## config.mk

```make
export PLATFORM = sky130hd
export DESIGN_NAME = modbus_rtu_slave_read_holding_flat
export DESIGN_NICKNAME = d
export VERILOG_FILES = /design/src/mbrs_pkg.sv /design/src/mbrs_in_if.sv /design/src/mbrs_out_if.sv /design/src/modbus_rtu_slave_read_holding.sv /design/src/flat_wrapper.sv
export SDC_FILE = /design/constraint.sdc
export NUM_CORES = 1
export LEC_CHECK = 0
export BUFFER_PORTS_ARGS = -buffer_cell sky130_fd_sc_hd__buf_2
export CAP_MARGIN = 20
export CORE_MARGIN = 3
export CORE_UTILIZATION = 49
export CTS_BUF_LIST = sky130_fd_sc_hd__clkbuf_8
export DETAILED_ROUTE_END_ITERATION = 16
export HOLD_SLACK_MARGIN = 0.12
export MAX_ROUTING_LAYER = met4
export PLACE_DENSITY = 0.63
export SYNTH_ARGS = -nofsm -noshare
export SYNTH_HDL_FRONTEND = slang
export SYNTH_SLANG_ARGS = --single-unit
```

## constraint.sdc

```tcl
create_clock -name clk_i -period 7.4 [get_ports clk_i]
set_input_delay 1.48 -clock clk_i [delete_from_list [all_inputs] [get_ports clk_i]]
set_output_delay 1.48 -clock clk_i [all_outputs]
set_load 0.01 [all_outputs]
```

## src/mbrs_pkg.sv

```systemverilog
`timescale 1ns / 1ps
// ----------------------------------------------------------------------------
// Modbus RTU slave package
// Shared types, constants and the CRC-16 byte update.
// ----------------------------------------------------------------------------
package mbrs_pkg;

  localparam int unsigned FrameDepthDef = 128;
  localparam int unsigned MaxRegsDef    = 29;
  localparam int unsigned KW            = 6;  // reply byte index, up to 2*29+4

  localparam logic [7:0]  SlaveIdRst   = 8'd1;
  localparam logic [15:0] TimeoutRst   = 16'd3880;
  localparam logic [15:0] ReadValueRst = 16'h4567;
  localparam logic [7:0]  FuncReadHold = 8'd3;
  localparam logic [7:0]  AddrBcast    = 8'd0;
  localparam logic [15:0] CrcInit      = 16'hFFFF;
  localparam logic [15:0] CrcPoly      = 16'hA001;
  localparam logic [15:0] SilenceMax   = 16'hFFFF;

  typedef enum logic [1:0] {
    REG_SLAVE_ID  = 2'd0,
    REG_TIMEOUT   = 2'd1,
    REG_READ_VAL  = 2'd2,
    REG_UNUSED    = 2'd3
  } reg_idx_e;

  typedef enum logic [2:0] {
    ST_IDLE,
    ST_READ,
    ST_DRAIN,
    ST_DECIDE,
    ST_EMIT
  } state_e;

  function automatic logic [15:0] crc_add(input logic [15:0] crc, input logic [7:0] b);
    logic [15:0] c;
    c = crc ^ {8'h00, b};
    for (int k = 0; k < 8; k++) begin
      c = c[0] ? ((c >> 1) ^ CrcPoly) : (c >> 1);
    end
    return c;
  endfunction

endpackage

```

## src/mbrs_in_if.sv

```systemverilog
`timescale 1ns / 1ps
// ----------------------------------------------------------------------------
// Receive channel
// Valid/ready channel carrying a received byte or a timer tick.
// ----------------------------------------------------------------------------
interface mbrs_in_if;
  logic       valid;
  logic       ready;
  logic       func;
  logic [7:0] rx_byte;

  modport source (output valid, output func, output rx_byte, input ready);
  modport sink   (input valid, input func, input rx_byte, output ready);
endinterface

```

## src/mbrs_out_if.sv

```systemverilog
`timescale 1ns / 1ps
// ----------------------------------------------------------------------------
// Transmit channel
// Valid/ready channel carrying reply bytes and frame status.
// ----------------------------------------------------------------------------
interface mbrs_out_if;
  logic        valid;
  logic        ready;
  logic        byte_valid;
  logic [7:0]  tx_byte;
  logic        last;
  logic [15:0] error_count;

  modport source (output valid, output byte_valid, output tx_byte, output last,
                  output error_count, input ready);
  modport sink   (input valid, input byte_valid, input tx_byte, input last,
                  input error_count, output ready);
endinterface

```

## src/modbus_rtu_slave_read_holding.sv

```systemverilog
`timescale 1ns / 1ps
// ----------------------------------------------------------------------------
// Modbus RTU slave, read holding registers
// Collects frame bytes in a memory, detects end of frame by silence, checks
// the CRC and answers function 3 with a fixed register value.
// ----------------------------------------------------------------------------
//  channel  dir  transaction
//  rx_i     in   func (byte/tick), rx_byte
//  tx_o     out  byte_valid, tx_byte, last, error_count
//  cfg      in   cfg_we_i, cfg_idx_i, cfg_data_i (write only)
//
// A byte or a tick that does not end a frame leaves the slave idle and ready.
// A frame end of more than six bytes reads the byte memory once, one byte per
// cycle; a shorter frame goes straight to judgement. Then one result per
// cycle is emitted while tx_o is ready.
// No new transaction is taken on rx_i until the last result is loaded.
// Reset clears counters and the timer; the memory is not cleared.
// ----------------------------------------------------------------------------
module modbus_rtu_slave_read_holding
  import mbrs_pkg::*;
#(
  parameter int unsigned FRAME_DEPTH = FrameDepthDef,
  parameter int unsigned MAX_REGS    = MaxRegsDef
) (
  input  logic        clk_i,
  input  logic        rst_ni,
  mbrs_in_if.sink     rx_i,
  mbrs_out_if.source  tx_o,
  input  logic        cfg_we_i,
  input  logic [1:0]  cfg_idx_i,
  input  logic [15:0] cfg_data_i
);

  localparam int unsigned AW = $clog2(FRAME_DEPTH);
  localparam int unsigned CW = $clog2(FRAME_DEPTH + 1);
  localparam logic [CW-1:0] Depth = CW'(FRAME_DEPTH);

  state_e state_q, state_d;

  logic [7:0]    slave_id_q;
  logic [15:0]   timeout_q, read_val_q;
  logic [CW-1:0] count_q, rd_q, pidx_q;
  logic [15:0]   silence_q, err_q, crc_q, txcrc_q;
  logic          running_q, pend_q;
  logic [7:0]    b0_q, b1_q, b4_q, b5_q, rxlo_q, rxhi_q, rdata_q;
  logic [4:0]    nregs_q;
  logic          status_q;
  logic [KW-1:0] k_q, klast_q;

  logic [7:0] mem [FRAME_DEPTH];

  logic          rx_fire, tick_end, rd_en, load;
  logic [15:0]   sil_inc;
  logic [KW-1:0] kd;
  logic [7:0]    emit_b;
  logic          reply_ok, err_inc;
  logic [15:0]   nregs16;

  assign rx_fire = rx_i.valid && rx_i.ready;
  assign sil_inc = (silence_q == SilenceMax) ? silence_q : silence_q + 16'd1;
  assign tick_end = rx_fire && rx_i.func && running_q && (sil_inc >= timeout_q);
  assign load = (state_q == ST_EMIT) && (!tx_o.valid || tx_o.ready);
  assign nregs16 = {b4_q, b5_q};

  // frame judgement
  always_comb begin
    reply_ok = 1'b0;
    err_inc  = 1'b0;
    if (count_q > CW'(6)) begin
      if (b0_q == slave_id_q || b0_q == AddrBcast) begin
        if (crc_q != {rxhi_q, rxlo_q}) begin
          err_inc = 1'b1;
        end else if (b0_q != AddrBcast && b1_q == FuncReadHold) begin
          if (nregs16 > 16'(MAX_REGS)) err_inc = 1'b1;
          else reply_ok = 1'b1;
        end
      end
    end else if (count_q != '0) begin
      err_inc = 1'b1;
    end
  end

  // next state
  always_comb begin
    state_d = state_q;
    case (state_q)
      ST_IDLE:   if (tick_end) state_d = (count_q > CW'(6)) ? ST_READ : ST_DECIDE;
      ST_READ:   if (rd_q == count_q - CW'(1)) state_d = ST_DRAIN;
      ST_DRAIN:  if (!pend_q) state_d = ST_DECIDE;
      ST_DECIDE: state_d = ST_EMIT;
      ST_EMIT:   if (load && (status_q || k_q == klast_q)) state_d = ST_IDLE;
      default:   state_d = ST_IDLE;
    endcase
  end

  // outputs
  always_comb begin
    rx_i.ready = (state_q == ST_IDLE);
    rd_en      = (state_q == ST_READ);
  end

  // reply byte for index k_q
  always_comb begin
    kd = k_q - KW'(3);
    if (k_q == KW'(0))                  emit_b = slave_id_q;
    else if (k_q == KW'(1))             emit_b = FuncReadHold;
    else if (k_q == KW'(2))             emit_b = {2'b00, nregs_q, 1'b0};
    else if (k_q == klast_q - KW'(1))   emit_b = txcrc_q[7:0];
    else if (k_q == klast_q)            emit_b = txcrc_q[15:8];
    else                                emit_b = kd[0] ? read_val_q[7:0] : read_val_q[15:8];
  end

  // byte memory
  always_ff @(posedge clk_i) begin
    if (rx_fire && !rx_i.func && count_q < Depth) mem[count_q[AW-1:0]] <= rx_i.rx_byte;
    if (rd_en) rdata_q <= mem[rd_q[AW-1:0]];
  end

  always_ff @(posedge clk_i or negedge rst_ni) begin
    if (!rst_ni) begin
      state_q    <= ST_IDLE;
      slave_id_q <= SlaveIdRst;
      timeout_q  <= TimeoutRst;
      read_val_q <= ReadValueRst;
      count_q    <= '0;
      silence_q  <= '0;
      running_q  <= 1'b0;
      err_q      <= '0;
      pend_q     <= 1'b0;
      rd_q       <= '0;
      k_q        <= '0;
      tx_o.valid <= 1'b0;
    end else begin
      state_q <= state_d;
      if (cfg_we_i) begin
        case (reg_idx_e'(cfg_idx_i))
          REG_SLAVE_ID: slave_id_q <= cfg_data_i[7:0];
          REG_TIMEOUT:  timeout_q  <= cfg_data_i;
          REG_READ_VAL: read_val_q <= cfg_data_i;
          default:      ;
        endcase
      end
      if (tx_o.valid && tx_o.ready && !load) tx_o.valid <= 1'b0;
      case (state_q)
        ST_IDLE: begin
          if (rx_fire) begin
            if (!rx_i.func) begin
              if (count_q < Depth) count_q <= count_q + CW'(1);
              silence_q <= '0;
              running_q <= 1'b1;
            end else if (running_q) begin
              silence_q <= sil_inc;
            end
          end
          rd_q  <= '0;
          crc_q <= CrcInit;
        end
        ST_READ: rd_q <= rd_q + CW'(1);
        ST_DECIDE: begin
          err_q     <= err_q + {15'd0, err_inc};
          status_q  <= !reply_ok;
          nregs_q   <= b5_q[4:0];
          klast_q   <= KW'({b5_q[4:0], 1'b0}) + KW'(4);
          txcrc_q   <= CrcInit;
          k_q       <= '0;
          count_q   <= '0;
          silence_q <= '0;
          running_q <= 1'b0;
        end
        ST_EMIT: begin
          if (load) begin
            tx_o.valid       <= 1'b1;
            tx_o.last        <= status_q || k_q == klast_q;
            tx_o.byte_valid  <= !status_q;
            tx_o.tx_byte     <= status_q ? 8'h00 : emit_b;
            tx_o.error_count <= err_q;
            k_q              <= k_q + KW'(1);
            if (k_q < klast_q - KW'(1)) txcrc_q <= crc_add(txcrc_q, emit_b);
          end
        end
        default: ;
      endcase
      pend_q <= rd_en;
      if (rd_en) pidx_q <= rd_q;
      if (pend_q) begin
        if (pidx_q < count_q - CW'(2)) crc_q <= crc_add(crc_q, rdata_q);
        if (pidx_q == CW'(0)) b0_q <= rdata_q;
        if (pidx_q == CW'(1)) b1_q <= rdata_q;
        if (pidx_q == CW'(4)) b4_q <= rdata_q;
        if (pidx_q == CW'(5)) b5_q <= rdata_q;
        if (pidx_q == count_q - CW'(2)) rxlo_q <= rdata_q;
        if (pidx_q == count_q - CW'(1)) rxhi_q <= rdata_q;
      end
    end
  end

  a_busy_no_rx: assert property (@(posedge clk_i) disable iff (!rst_ni)
    state_q != ST_IDLE |-> !rx_i.ready) else $error("rx ready while busy");
  a_count_bound: assert property (@(posedge clk_i) disable iff (!rst_ni)
    count_q <= Depth) else $error("byte count beyond store");
  a_judge_clears: assert property (@(posedge clk_i) disable iff (!rst_ni)
    state_q == ST_DECIDE |=> count_q == '0 && !running_q) else $error("frame not cleared");
  a_read_bound: assert property (@(posedge clk_i) disable iff (!rst_ni)
    rd_en |-> rd_q < count_q) else $error("read past frame");

endmodule
```

## src/flat_wrapper.sv

```systemverilog
// flat-port wrapper written by rule: the top's interface ports become plain ports
module modbus_rtu_slave_read_holding_flat import mbrs_pkg::*;
#(
  parameter int unsigned FRAME_DEPTH = FrameDepthDef,
  parameter int unsigned MAX_REGS    = MaxRegsDef
)
  (clk_i, rst_ni, cfg_we_i, cfg_idx_i, cfg_data_i, rx_i_valid, rx_i_func, rx_i_rx_byte, rx_i_ready, tx_o_valid, tx_o_byte_valid, tx_o_tx_byte, tx_o_last, tx_o_error_count, tx_o_ready);
  mbrs_in_if rx_i_i ();
  mbrs_out_if tx_o_i ();
  input  logic clk_i;
  input  logic rst_ni;
  input  logic cfg_we_i;
  input  logic [1:0] cfg_idx_i;
  input  logic [15:0] cfg_data_i;
  input wire logic [$bits(rx_i_i.valid)-1:0] rx_i_valid;
  input wire logic [$bits(rx_i_i.func)-1:0] rx_i_func;
  input wire logic [$bits(rx_i_i.rx_byte)-1:0] rx_i_rx_byte;
  output wire logic [$bits(rx_i_i.ready)-1:0] rx_i_ready;
  output wire logic [$bits(tx_o_i.valid)-1:0] tx_o_valid;
  output wire logic [$bits(tx_o_i.byte_valid)-1:0] tx_o_byte_valid;
  output wire logic [$bits(tx_o_i.tx_byte)-1:0] tx_o_tx_byte;
  output wire logic [$bits(tx_o_i.last)-1:0] tx_o_last;
  output wire logic [$bits(tx_o_i.error_count)-1:0] tx_o_error_count;
  input wire logic [$bits(tx_o_i.ready)-1:0] tx_o_ready;
  assign rx_i_i.valid = rx_i_valid;
  assign rx_i_i.func = rx_i_func;
  assign rx_i_i.rx_byte = rx_i_rx_byte;
  assign rx_i_ready = rx_i_i.ready;
  assign tx_o_valid = tx_o_i.valid;
  assign tx_o_byte_valid = tx_o_i.byte_valid;
  assign tx_o_tx_byte = tx_o_i.tx_byte;
  assign tx_o_last = tx_o_i.last;
  assign tx_o_error_count = tx_o_i.error_count;
  assign tx_o_i.ready = tx_o_ready;
  modbus_rtu_slave_read_holding #(.FRAME_DEPTH(FRAME_DEPTH), .MAX_REGS(MAX_REGS)) u_core (.clk_i(clk_i), .rst_ni(rst_ni), .rx_i(rx_i_i), .tx_o(tx_o_i), .cfg_we_i(cfg_we_i), .cfg_idx_i(cfg_idx_i), .cfg_data_i(cfg_data_i));
endmodule
```

==> results of run 1 <==
-- stage by stage --
stage               util [%]  instances
floorplan                  -       2561
finish                  55.3       4262
global route            55.3       4262
global placement        51.6       3901
detailed placement      51.6       3903
CTS                     55.2       4255
-- Yosys cell counts (13+ instances only) --
library cell	number	share of area, %
edfxtp_1	1156	68
mux4_2	336	15
nor2_1	186	1.4
dfrtp_1	85	4.2
nand2_1	84	0.62
clkbuf_1	81	0.60
xnor2_1	76	1.3
mux2_2	55	1.2
ha_1	46	1.1
xor2_1	46	0.79
inv_1	38	0.28
nand3_1	32	0.31
o21ai_0	29	0.28
mux2i_1	22	0.43
nand4_1	22	0.27
buf_2	21	0.21
a21oi_1	18	0.18
and3_1	18	0.22
nor3_1	18	0.18
nor4_1	16	0.20
dfstp_2	15	0.77
a22o_1	13	0.22
-- routing by layer --
| metal | wire length [um] | global-route usage (%) |
|---|---|---|
| met5 | 0 | - |
| met4 | 4160 | 8.64 |
| met3 | 8180 | 4.45 |
| met2 | 57800 | 35.6 |
| met1 | 48400 | 31.1 |
-- worst min-delay path by stage --
stage                    from           endpoint  slack (ns)  cells after the start
2_1_floorplan  u_core.b5_q[0]  u_core.nregs_q[0]        0.40                      0
3_3_place_gp   u_core.b5_q[0]  u_core.nregs_q[0]        0.42                      0
3_5_place_dp   u_core.b5_q[0]  u_core.nregs_q[0]        0.42                      0
4_1_cts        u_core.b5_q[0]  u_core.nregs_q[0]        0.43                      0
5_1_grt        u_core.b5_q[0]  u_core.nregs_q[0]        0.45                      0
6_report       u_core.b5_q[0]  u_core.nregs_q[0]        0.43                      0
-- kinds of logic after synthesis --
| kind of cell | synth area share [%] |
|---|---|
| flip-flops | 73.0 |
| XOR/XNOR | 2.38 |
| AND/OR/NAND/NOR | 4.02 |
| multiplexers | 16.5 |
| adder cells (fa/ha/maj) | 1.13 |
| AO/OA/AOI/OAI | 1.73 |
| buffers and inverters | 1.19 |
-- sequential cells by signal, indices dropped and copies added, names as in the netlist, 16 cells and up --
signal / count
u_core.timeout_q: 16
u_core.silence_q: 16
u_core.tx_o.error_count: 16
u_core.txcrc_q: 16
u_core.mem: 1024
u_core.read_val_q: 16
u_core.err_q: 16
u_core.crc_q: 16
-- power groups by stage --
stage | combinational [uW] | clock, uW | sequential, uW
after global placement | 1100 | 0 | 8080
after global routing | 1220 | 6070 | 7940
after CTS | 1130 | 5740 | 7940
after detailed placement | 1120 | 0 | 8080
after floorplan | 667 | 0 | 8030
final | 1130 | 5600 | 7940
-- layout make-up --
class | instances | area (um^2)
Fill cell | 7798 | 45800
Sequential cell | 1256 | 37200
Clock inverter | 151 | 977
Timing Repair Buffer | 93 | 613
Antenna cell | 3 | 7.51
Inverter | 38 | 143
Clock buffer | 201 | 2770
Tap cell | 1368 | 1710
Multi-Input combinational cell | 1152 | 13200
-- critical path, cell delays in order (launching register included) --
cell	delay [ns]
dfrtp_1	0.48
or3_1	0.51
inv_1	0.11
buf_4	0.26
nand2_1	0.17
or3_1	0.51
nor3_1	0.88
nand3_1	0.51
nor2_1	0.71
==> results.sh, run 1 <==
export IMPL_core_area_um2=102000
export IMPL_cp_required_ns=7.87
export IMPL_finalHoldViolCount=0
export IMPL_path_clk_slew_ns=0.06
export IMPL_dp_slack_ns=2.72
export IMPL_startpoint_type="flip-flop"
export IMPL_slew_headroom_pct=25.6
export IMPL_dpl_cell_area_um2=52900
export IMPL_rsz0062_at_grt="no"
export IMPL_setup_viol=0
export IMPL_ys_seq_area_share_pct=73.0
export IMPL_timing_rr_end="u_core.mem[41][4]"
export IMPL_portBuffers=59
export IMPL_p_leak_uw=0.0181
export IMPL_grt_usage_pct=23.1
export IMPL_setup_tns_ns=0
export IMPL_gp_congestion=0.855
export IMPL_first_global_vias=26400
export IMPL_timing_rr_start="u_core.state_q[0]"
export IMPL_clock_path_buffers=3
export IMPL_min_period_ns=4.53
export IMPL_hpwl_mm=73.5
export IMPL_cap_viol_max_count=0
export IMPL_routed_via_count=25300
export IMPL_cts_tree="yes"
export IMPL_arrival_ns=5.00
export IMPL_grt_max_degree=125
export IMPL_clkSinkCount=1256
export IMPL_synth_fp_nets=2639
export IMPL_switching_share_pct=23.9
export IMPL_nNetsFinal=2814
export IMPL_ys_flop_type="edfxtp_1"
export IMPL_max_freq_ghz=0.221
export IMPL_die_w_um=329
export IMPL_drive_gt1_share_pct=27.0
export IMPL_yosys_register_bits=1256
export IMPL_syn_to_final_growth_pct=11.1
export IMPL_p_per_area_nw_per_um2=259
export IMPL_final_common_cell="edfxtp_1"
export IMPL_avgSynthCellArea_um2=19.9
export IMPL_comb_power_share_pct=7.7
export IMPL_power_frac_clock_pct=38.2
export IMPL_fin_ws_ns=2.87
export IMPL_synth_cell_types=68
export IMPL_fin_worst_skew_ns=0.0365
export IMPL_p_int_uw=11200
export IMPL_post_cts_buffers=0
export IMPL_hold_slack_ns=0.432
export IMPL_period_share_pct=61.2
export IMPL_dieHeight_um=329
export IMPL_syn_instance_count=2561
export IMPL_outcome="finished, final reports clean"
export IMPL_htreeDepth=4
export IMPL_numCtsBuffers=195
export IMPL_pin_count=60
export IMPL_finalMaxSlewViolations=0
export IMPL_reg2reg_setup_slack_ns=2.87
export IMPL_p_sw_uw=3500
export IMPL_initial_core_util_pct=49.8
export IMPL_p_seq_share_pct=54.1
export IMPL_remaining_drc_errors=0
export IMPL_root_buffer="clkbuf_8"
export IMPL_crit_path_end="u_core.mem[41][4]"
export IMPL_ctsResizeCount=0
export IMPL_totalPowerFinal_uw=14700
export IMPL_netlist_area_um2=51000
export IMPL_design_area_um2=56600
export IMPL_viasPerCell=5.94
export IMPL_critPathMaxFanout=20
export IMPL_grt_pass1_wl_mm=177
export IMPL_rr_worst_depth=8
export IMPL_insertion_delay_ns=0.86
export IMPL_wl_mm=119
export IMPL_drt_initial_drc_count=2629
export IMPL_synth_yosys_warnings=0
export IMPL_synth_edff_count=1156
export IMPL_ant_nets=0
export IMPL_num_rows=117
export IMPL_max_slew_worst_pin_slew_ns=1.12
export IMPL_holdCritPathClass="flip-flop to flip-flop"
export IMPL_antenna_found_initial=1
export IMPL_postCtsHoldBufs=0
export IMPL_path_class="flip-flop to flip-flop"
export IMPL_grt_ovfl_total=0
export IMPL_firstDrtPassIters=5
export IMPL_dieArea_um2=108000
export IMPL_cp_end_kind="flip-flop"
export IMPL_ys_async_sr_fraction_pct=7.96
export IMPL_wire_per_inst_um=27.8
export IMPL_final_cell_mix="1156 x edfxtp_1, 336 x mux4_2, 201 x clkbuf_8"
export IMPL_cp_startpoint="u_core.state_q[0]"
export IMPL_vdd_drop_max_uv=180
Power figures use the tool's default switching activity.
==> run 2, diff against run 1 <==
PLACE_DENSITY = 0.66   (was 0.63)
clock period = 3.7 ns   (was 7.4 ns; I/O delays follow)
==> results.sh, run 2 (synthesis results as in run 1) <==
export IMPL_firstDrtPassIters=5
export IMPL_cap_viol_max_count=0
export IMPL_antenna_found_initial=5
export IMPL_grt_ovfl_total=0
export IMPL_dieArea_um2=108000
export IMPL_nNetsFinal=2983
export IMPL_dp_cells=4050
export IMPL_die_w_um=329
export IMPL_arrival_ns=4.36
export IMPL_first_global_vias=26600
export IMPL_fin_worst_skew_ns=0.0407
export IMPL_path_clk_slew_ns=0.06
export IMPL_critPathMaxStageDelay_ns=0.51
export IMPL_min_period_ns=3.79
export IMPL_design_area_um2=58500
export IMPL_htreeDepth=4
export IMPL_ant_nets=0
export IMPL_vdd_drop_max_uv=397
export IMPL_finalMaxSlewViolations=0
export IMPL_viasPerCell=5.89
export IMPL_cp_end_kind="flip-flop"
export IMPL_grt_pass1_wl_mm=175
export IMPL_initial_core_util_pct=49.8
export IMPL_final_instance_count_excl_fill=4442
export IMPL_p_sw_uw=7130
export IMPL_insertion_delay_ns=0.85
export IMPL_p_leak_uw=0.0191
export IMPL_numCtsBuffers=197
export IMPL_dpl_cell_area_um2=54200
export IMPL_holdCritPathClass="primary input to flip-flop"
export IMPL_path_class="flip-flop to flip-flop"
export IMPL_critical_path_slowest_cell="xnor3_2"
export IMPL_routed_via_count=26200
export IMPL_power_frac_clock_pct=38.5
export IMPL_finalHoldViolCount=0
export IMPL_remaining_drc_errors=0
export IMPL_slew_headroom_pct=25.7
export IMPL_period_share_pct=102
export IMPL_switching_share_pct=24.0
export IMPL_max_freq_ghz=0.264
export IMPL_root_buffer="clkbuf_8"
export IMPL_fin_ws_ns=-0.0864
export IMPL_grt_usage_pct=22.7
export IMPL_comb_power_share_pct=8.1
export IMPL_hpwl_mm=73.6
export IMPL_rsz0062_at_grt="yes"
export IMPL_syn_to_final_growth_pct=14.7
export IMPL_drt_initial_drc_count=2607
export IMPL_startpoint_type="flip-flop"
export IMPL_portBuffers=59
export IMPL_num_rows=117
export IMPL_core_area_um2=102000
export IMPL_pin_count=60
export IMPL_path_cells="inv_2, ha_4, nand2_2, xor2_1, ha_1, nand4_1, o22ai_2, nor4_2, o31ai_1, a22oi_2, xnor2_2, xnor3_2, xnor2_4, mux2_4"
export IMPL_clock_path_buffers=3
export IMPL_violations="negative setup slack"
export IMPL_hold_slack_ns=0.210
export IMPL_cts_tree="yes"
export IMPL_p_int_uw=22600
export IMPL_dieHeight_um=329
export IMPL_final_cell_mix="1156 x edfxtp_1, 336 x mux4_2, 202 x clkbuf_8"
export IMPL_max_slew_worst_pin_slew_ns=1.12
export IMPL_cp_required_ns=4.28
export IMPL_drive_gt1_share_pct=31.0
export IMPL_wl_mm=117
export IMPL_wire_per_inst_um=26.3
export IMPL_largest_register_ffs=1024
export IMPL_outcome="complete, but fails checks"
export IMPL_p_seq_share_pct=53.3
export IMPL_p_per_area_nw_per_um2=509
export IMPL_grt_max_degree=97
export IMPL_final_common_cell="edfxtp_1"
export IMPL_clkSinkCount=1256
export IMPL_fill_cells=7601
export IMPL_gp_congestion=0.878
export IMPL_critPathMaxFanout=5
export IMPL_setup_viol=1
run 2: path summary, 6_finish.rpt:
check | start | endpoint | slack, ns | cells past startpoint
min in group asynchronous | rst_ni | u_core.k_q[5] | 0.37 | 2
hold / removal | cfg_data_i[0] | u_core.timeout_q[0] | 0.21 | 2
hold reg to reg | u_core.b5_q[0] | u_core.nregs_q[0] | 0.42 | 0
max in group asynchronous | rst_ni | u_core.read_val_q[3] | 2.31 | 3
setup reg to reg | u_core.klast_q[2] | u_core.txcrc_q[15] | -0.09 | 14
setup / recovery | u_core.klast_q[2] | u_core.txcrc_q[15] | -0.09 | 14
run 2: repair_timing:
item	4_1_cts	5_1_grt
endpoints found under the setup margin	21	3
setup buffers	0	8
resized for setup	1	17
hold buffers	16	0
pin swaps	0	14
endpoints found under the hold margin	41	0
run 2: per-stage QoR:
step | setup WS, ns | setup TNS [ns] | util [%] | power [uW]
after floorplan | 0.223 | 0 | - | 17400
after global routing | -0.250 | -0.523 | 57.0 | 30900
after CTS | 0.00269 | 0 | 56.9 | 29900
final | -0.0864 | -0.0864 | 57.0 | 29700
after detailed placement | -0.110 | -2.40 | 52.9 | 18400
after global placement | -0.0347 | -0.542 | 52.9 | 18400
run 2: area by class of cell:
cell class              count  area [um^2]  area share [%]
multi-input cells        1152        13300            22.7
repair buffers            260         2200            3.76
well taps                1368         1710            2.93
diodes                      3         7.51          0.0128
flip-flops and latches   1256        37200            63.7
inverters                  38          143           0.244
clock buffers             202         2780            4.76
clock inverters           163         1120            1.91
run 2: layer usage:
layer / vias up / GRT usage [%] / share of wire (%)
li1: 11100 / - / -
met3: 183 / 3.78 / 6.6
met4: 0 / 7.91 / 2.6
met1: 13700 / 31.3 / 42
met2: 1116 / 34.8 / 49
met5: - / - / 0
run 2: power groups by stage:
| stage | sequential [uW] | combinational (uW) | clock (uW) |
|---|---|---|---|
| after CTS | 15900 | 2320 | 11700 |
| after global routing | 15900 | 2590 | 12400 |
| after global placement | 16100 | 2250 | 0 |
| after floorplan | 16100 | 1330 | 0 |
| after detailed placement | 16200 | 2290 | 0 |
| final | 15900 | 2420 | 11500 |
run 2: critical path, delay by kind of cell (launching register included):
| kind | cells | cell delay [ns] |
|---|---|---|
| mux | 1 | 0.31 |
| buf+inv | 1 | 0.10 |
| fa+ha+maj | 2 | 0.43 |
| xor+xnor | 4 | 1.05 |
| simple gates | 3 | 0.38 |
| compound gates | 3 | 0.80 |
| flops | 1 | 0.45 |
==> run 3, diff against run 2 <==
--- a/config.mk
+++ b/config.mk
@@ -7,2 +7,3 @@
 export LEC_CHECK = 0
+export ABC_AREA = 1
 export BUFFER_PORTS_ARGS = -buffer_cell sky130_fd_sc_hd__buf_2
--- a/constraint.sdc
+++ b/constraint.sdc
@@ -3,2 +3,2 @@
 set_output_delay 0.74 -clock clk_i [all_outputs]
-set_load 0.01 [all_outputs]
+set_load 0.1 [all_outputs]
==> results.sh, run 3 <==
export IMPL_outcome="finished, final reports clean"
export IMPL_grt_max_degree=129
export IMPL_fin_worst_skew_ns=0.0406
export IMPL_synth_yosys_warnings=0
export IMPL_num_rows=118
export IMPL_path_clk_slew_ns=0.06
export IMPL_min_period_ns=3.53
export IMPL_holdCritPathClass="primary input to flip-flop"
export IMPL_final_cell_mix="1156 x edfxtp_1, 853 x nor2_1, 697 x o21ai_0"
export IMPL_largest_register_ffs=1024
export IMPL_cp_required_ns=4.27
export IMPL_dp_slack_ns=0.0195
export IMPL_synth_cell_types=49
export IMPL_wire_per_inst_um=22.1
export IMPL_grt_ovfl_total=0
export IMPL_yosys_top_cells_area="edfxtp_1 67%, o21ai_0 6.7%, nor2_1 6.2%"
export IMPL_final_common_cell="edfxtp_1"
export IMPL_drive_gt1_share_pct=15.0
export IMPL_synth_most_common_cell="edfxtp_1"
export IMPL_yosys_top_cells_count="1156 x edfxtp_1, 857 x nor2_1, 701 x o21ai_0"
export IMPL_p_leak_uw=0.0210
export IMPL_synth_edff_count=1156
export IMPL_max_freq_ghz=0.284
export IMPL_finalMaxSlewViolations=0
export IMPL_die_w_um=332
export IMPL_dp_cells=5735
export IMPL_path_class="flip-flop to flip-flop"
export IMPL_drt_initial_drc_count=3645
export IMPL_wl_mm=135
export IMPL_gp_congestion=0.911
export IMPL_dieHeight_um=332
export IMPL_ys_seq_area_share_pct=71.5
export IMPL_p_per_area_nw_per_um2=687
export IMPL_nNetsFinal=4649
export IMPL_grt_usage_pct=24.7
export IMPL_netlist_area_um2=52100
export IMPL_htreeDepth=4
export IMPL_p_sw_uw=15100
export IMPL_viasPerCell=5.77
export IMPL_syn_to_final_growth_pct=14.4
export IMPL_dieArea_um2=110000
export IMPL_setup_viol=0
export IMPL_yosys_register_bits=1256
export IMPL_numCtsBuffers=195
export IMPL_yosysTopAreaCell="edfxtp_1"
export IMPL_switching_share_pct=36.8
export IMPL_hpwl_mm=81.8
export IMPL_firstDrtPassIters=6
export IMPL_vdd_drop_max_uv=558
export IMPL_fill_cells=8519
export IMPL_p_seq_share_pct=41.0
export IMPL_arrival_ns=4.10
export IMPL_max_slew_worst_pin_slew_ns=1.01
export IMPL_critPathMaxFanout=8
export IMPL_remaining_drc_errors=0
export IMPL_core_area_um2=105000
export IMPL_slew_headroom_pct=31.6
export IMPL_netlist_area_leader_share_pct=66.7
export IMPL_antenna_found_initial=3
export IMPL_clkSinkCount=1256
export IMPL_cts_tree="yes"
export IMPL_pin_count=60
export IMPL_p_int_uw=25900
export IMPL_syn_instance_count=4286
export IMPL_routed_via_count=35300
export IMPL_startpoint_type="flip-flop"
export IMPL_synth_fp_nets=4364
export IMPL_final_instance_count_excl_fill=6114
export IMPL_totalPowerFinal_uw=40900
export IMPL_grt_pass1_wl_mm=204
export IMPL_finalHoldViolCount=0
export IMPL_initial_core_util_pct=49.8
export IMPL_hold_slack_ns=0.208
export IMPL_comb_power_share_pct=32.5
export IMPL_period_share_pct=95.3
export IMPL_root_buffer="clkbuf_8"
export IMPL_ys_async_sr_fraction_pct=7.96
export IMPL_first_global_vias=34200
export IMPL_cp_end_kind="flip-flop"
export IMPL_insertion_delay_ns=0.86
export IMPL_cap_viol_max_count=0
export IMPL_ant_nets=0
export IMPL_ys_flop_type="edfxtp_1"
export IMPL_fin_ws_ns=0.174
export IMPL_portBuffers=59
export IMPL_avgSynthCellArea_um2=12.1
export IMPL_clock_path_buffers=3
export IMPL_dpl_cell_area_um2=55500
export IMPL_power_frac_clock_pct=26.5
export IMPL_design_area_um2=59500
==> run 3: path summary, 6_finish.rpt <==
check / slack (ns) / cells past startpoint / to / start
setup / recovery: 0.17 / 23 / u_core.txcrc_q[0] / u_core.nregs_q[0]
hold / removal: 0.21 / 3 / u_core.read_val_q[14] / cfg_data_i[14]
setup reg to reg: 0.17 / 23 / u_core.txcrc_q[0] / u_core.nregs_q[0]
hold reg to reg: 0.44 / 0 / u_core.nregs_q[0] / u_core.b5_q[0]
max in group asynchronous: 1.70 / 4 / u_core.silence_q[14] / rst_ni
min in group asynchronous: 0.28 / 2 / u_core.pend_q / rst_ni
==> run 3: cell families (layout without fill, tap and decap cells) <==
kind of cell | Yosys count | in the layout | share of synthesized area, %
adder cells (fa/ha/maj) | 46 | 46 | 1.11
multiplexers | 1 | 1 | 0.0192
XOR/XNOR | 82 | 82 | 1.38
buffers and inverters | 457 | 902 | 3.34
flip-flops | 1256 | 1256 | 71.5
AO/OA/AOI/OAI | 1160 | 1160 | 12.6
other | 0 | 3 | 0
AND/OR/NAND/NOR | 1284 | 1284 | 10.0
==> run 3: area by class of cell <==
| type | instances | area [um^2] | share of cell area (%) |
|---|---|---|---|
| tap | 1380 | 1730 | 2.90 |
| timing repair buffer | 347 | 2800 | 4.70 |
| antenna | 3 | 7.51 | 0.0126 |
| multi-input combinational | 2573 | 13400 | 22.4 |
| clock inverter | 150 | 792 | 1.33 |
| sequential | 1256 | 37200 | 62.6 |
| clock buffer | 207 | 2850 | 4.78 |
| inverter | 198 | 758 | 1.27 |
==> run 3: metal layers <==
layer  up-vias  track usage (%)  routed length [um]
li1      16300                -                   -
met1     17200             32.7               55500
met2      1545             38.7               64300
met3       290             4.53               10800
met4         0             8.73                4290
met5         -                -                   0
==> run 3: stage by stage <==
| step | setup TNS [ns] | utilization [%] |
|---|---|---|
| final | 0 | 57.0 |
| after global routing | -0.0971 | 57.0 |
| after CTS | 0 | 56.7 |
| after detailed placement | 0 | 53.1 |
| after global placement | 0 | 53.1 |
| after floorplan | 0 | - |
==> run 3: repair_timing <==
item	CTS	global route
gates resized for setup	1	52
endpoints found under the hold margin	12	0
pin swaps	0	12
buffers inserted	0	10
setup endpoints to repair	2	8
hold buffers	8	0
==> run 3: worst max-delay path, cell delays in order, from the launching register on <==
cell	delay [ns]
edfxtp_1	0.40
inv_2	0.10
ha_4	0.14
nand3_1	0.08
xor2_1	0.15
ha_1	0.32
nand2_2	0.09
nor2_4	0.13
nand3_4	0.11
buf_4	0.15
buf_4	0.15
o211ai_2	0.07
o21ai_1	0.09
nand2_1	0.06
o211ai_1	0.10
o21ai_2	0.12
xor2_2	0.29
inv_2	0.12
nand3_4	0.12
nand2_4	0.07
nand2_2	0.09
nand3_1	0.10
nand3_1	0.10
nand3_1	0.08
==> run 3: power by group through the flow <==
| stage | Sequential, uW | Combinational (uW) | Clock, uW |
|---|---|---|---|
| finish | 16800 | 13300 | 10900 |
| global route | 16800 | 14500 | 11700 |
| CTS | 16800 | 12500 | 11100 |
| detailed placement | 17000 | 12400 | 0 |
| global placement | 17000 | 12300 | 0 |
| floorplan | 16900 | 8120 | 0 |
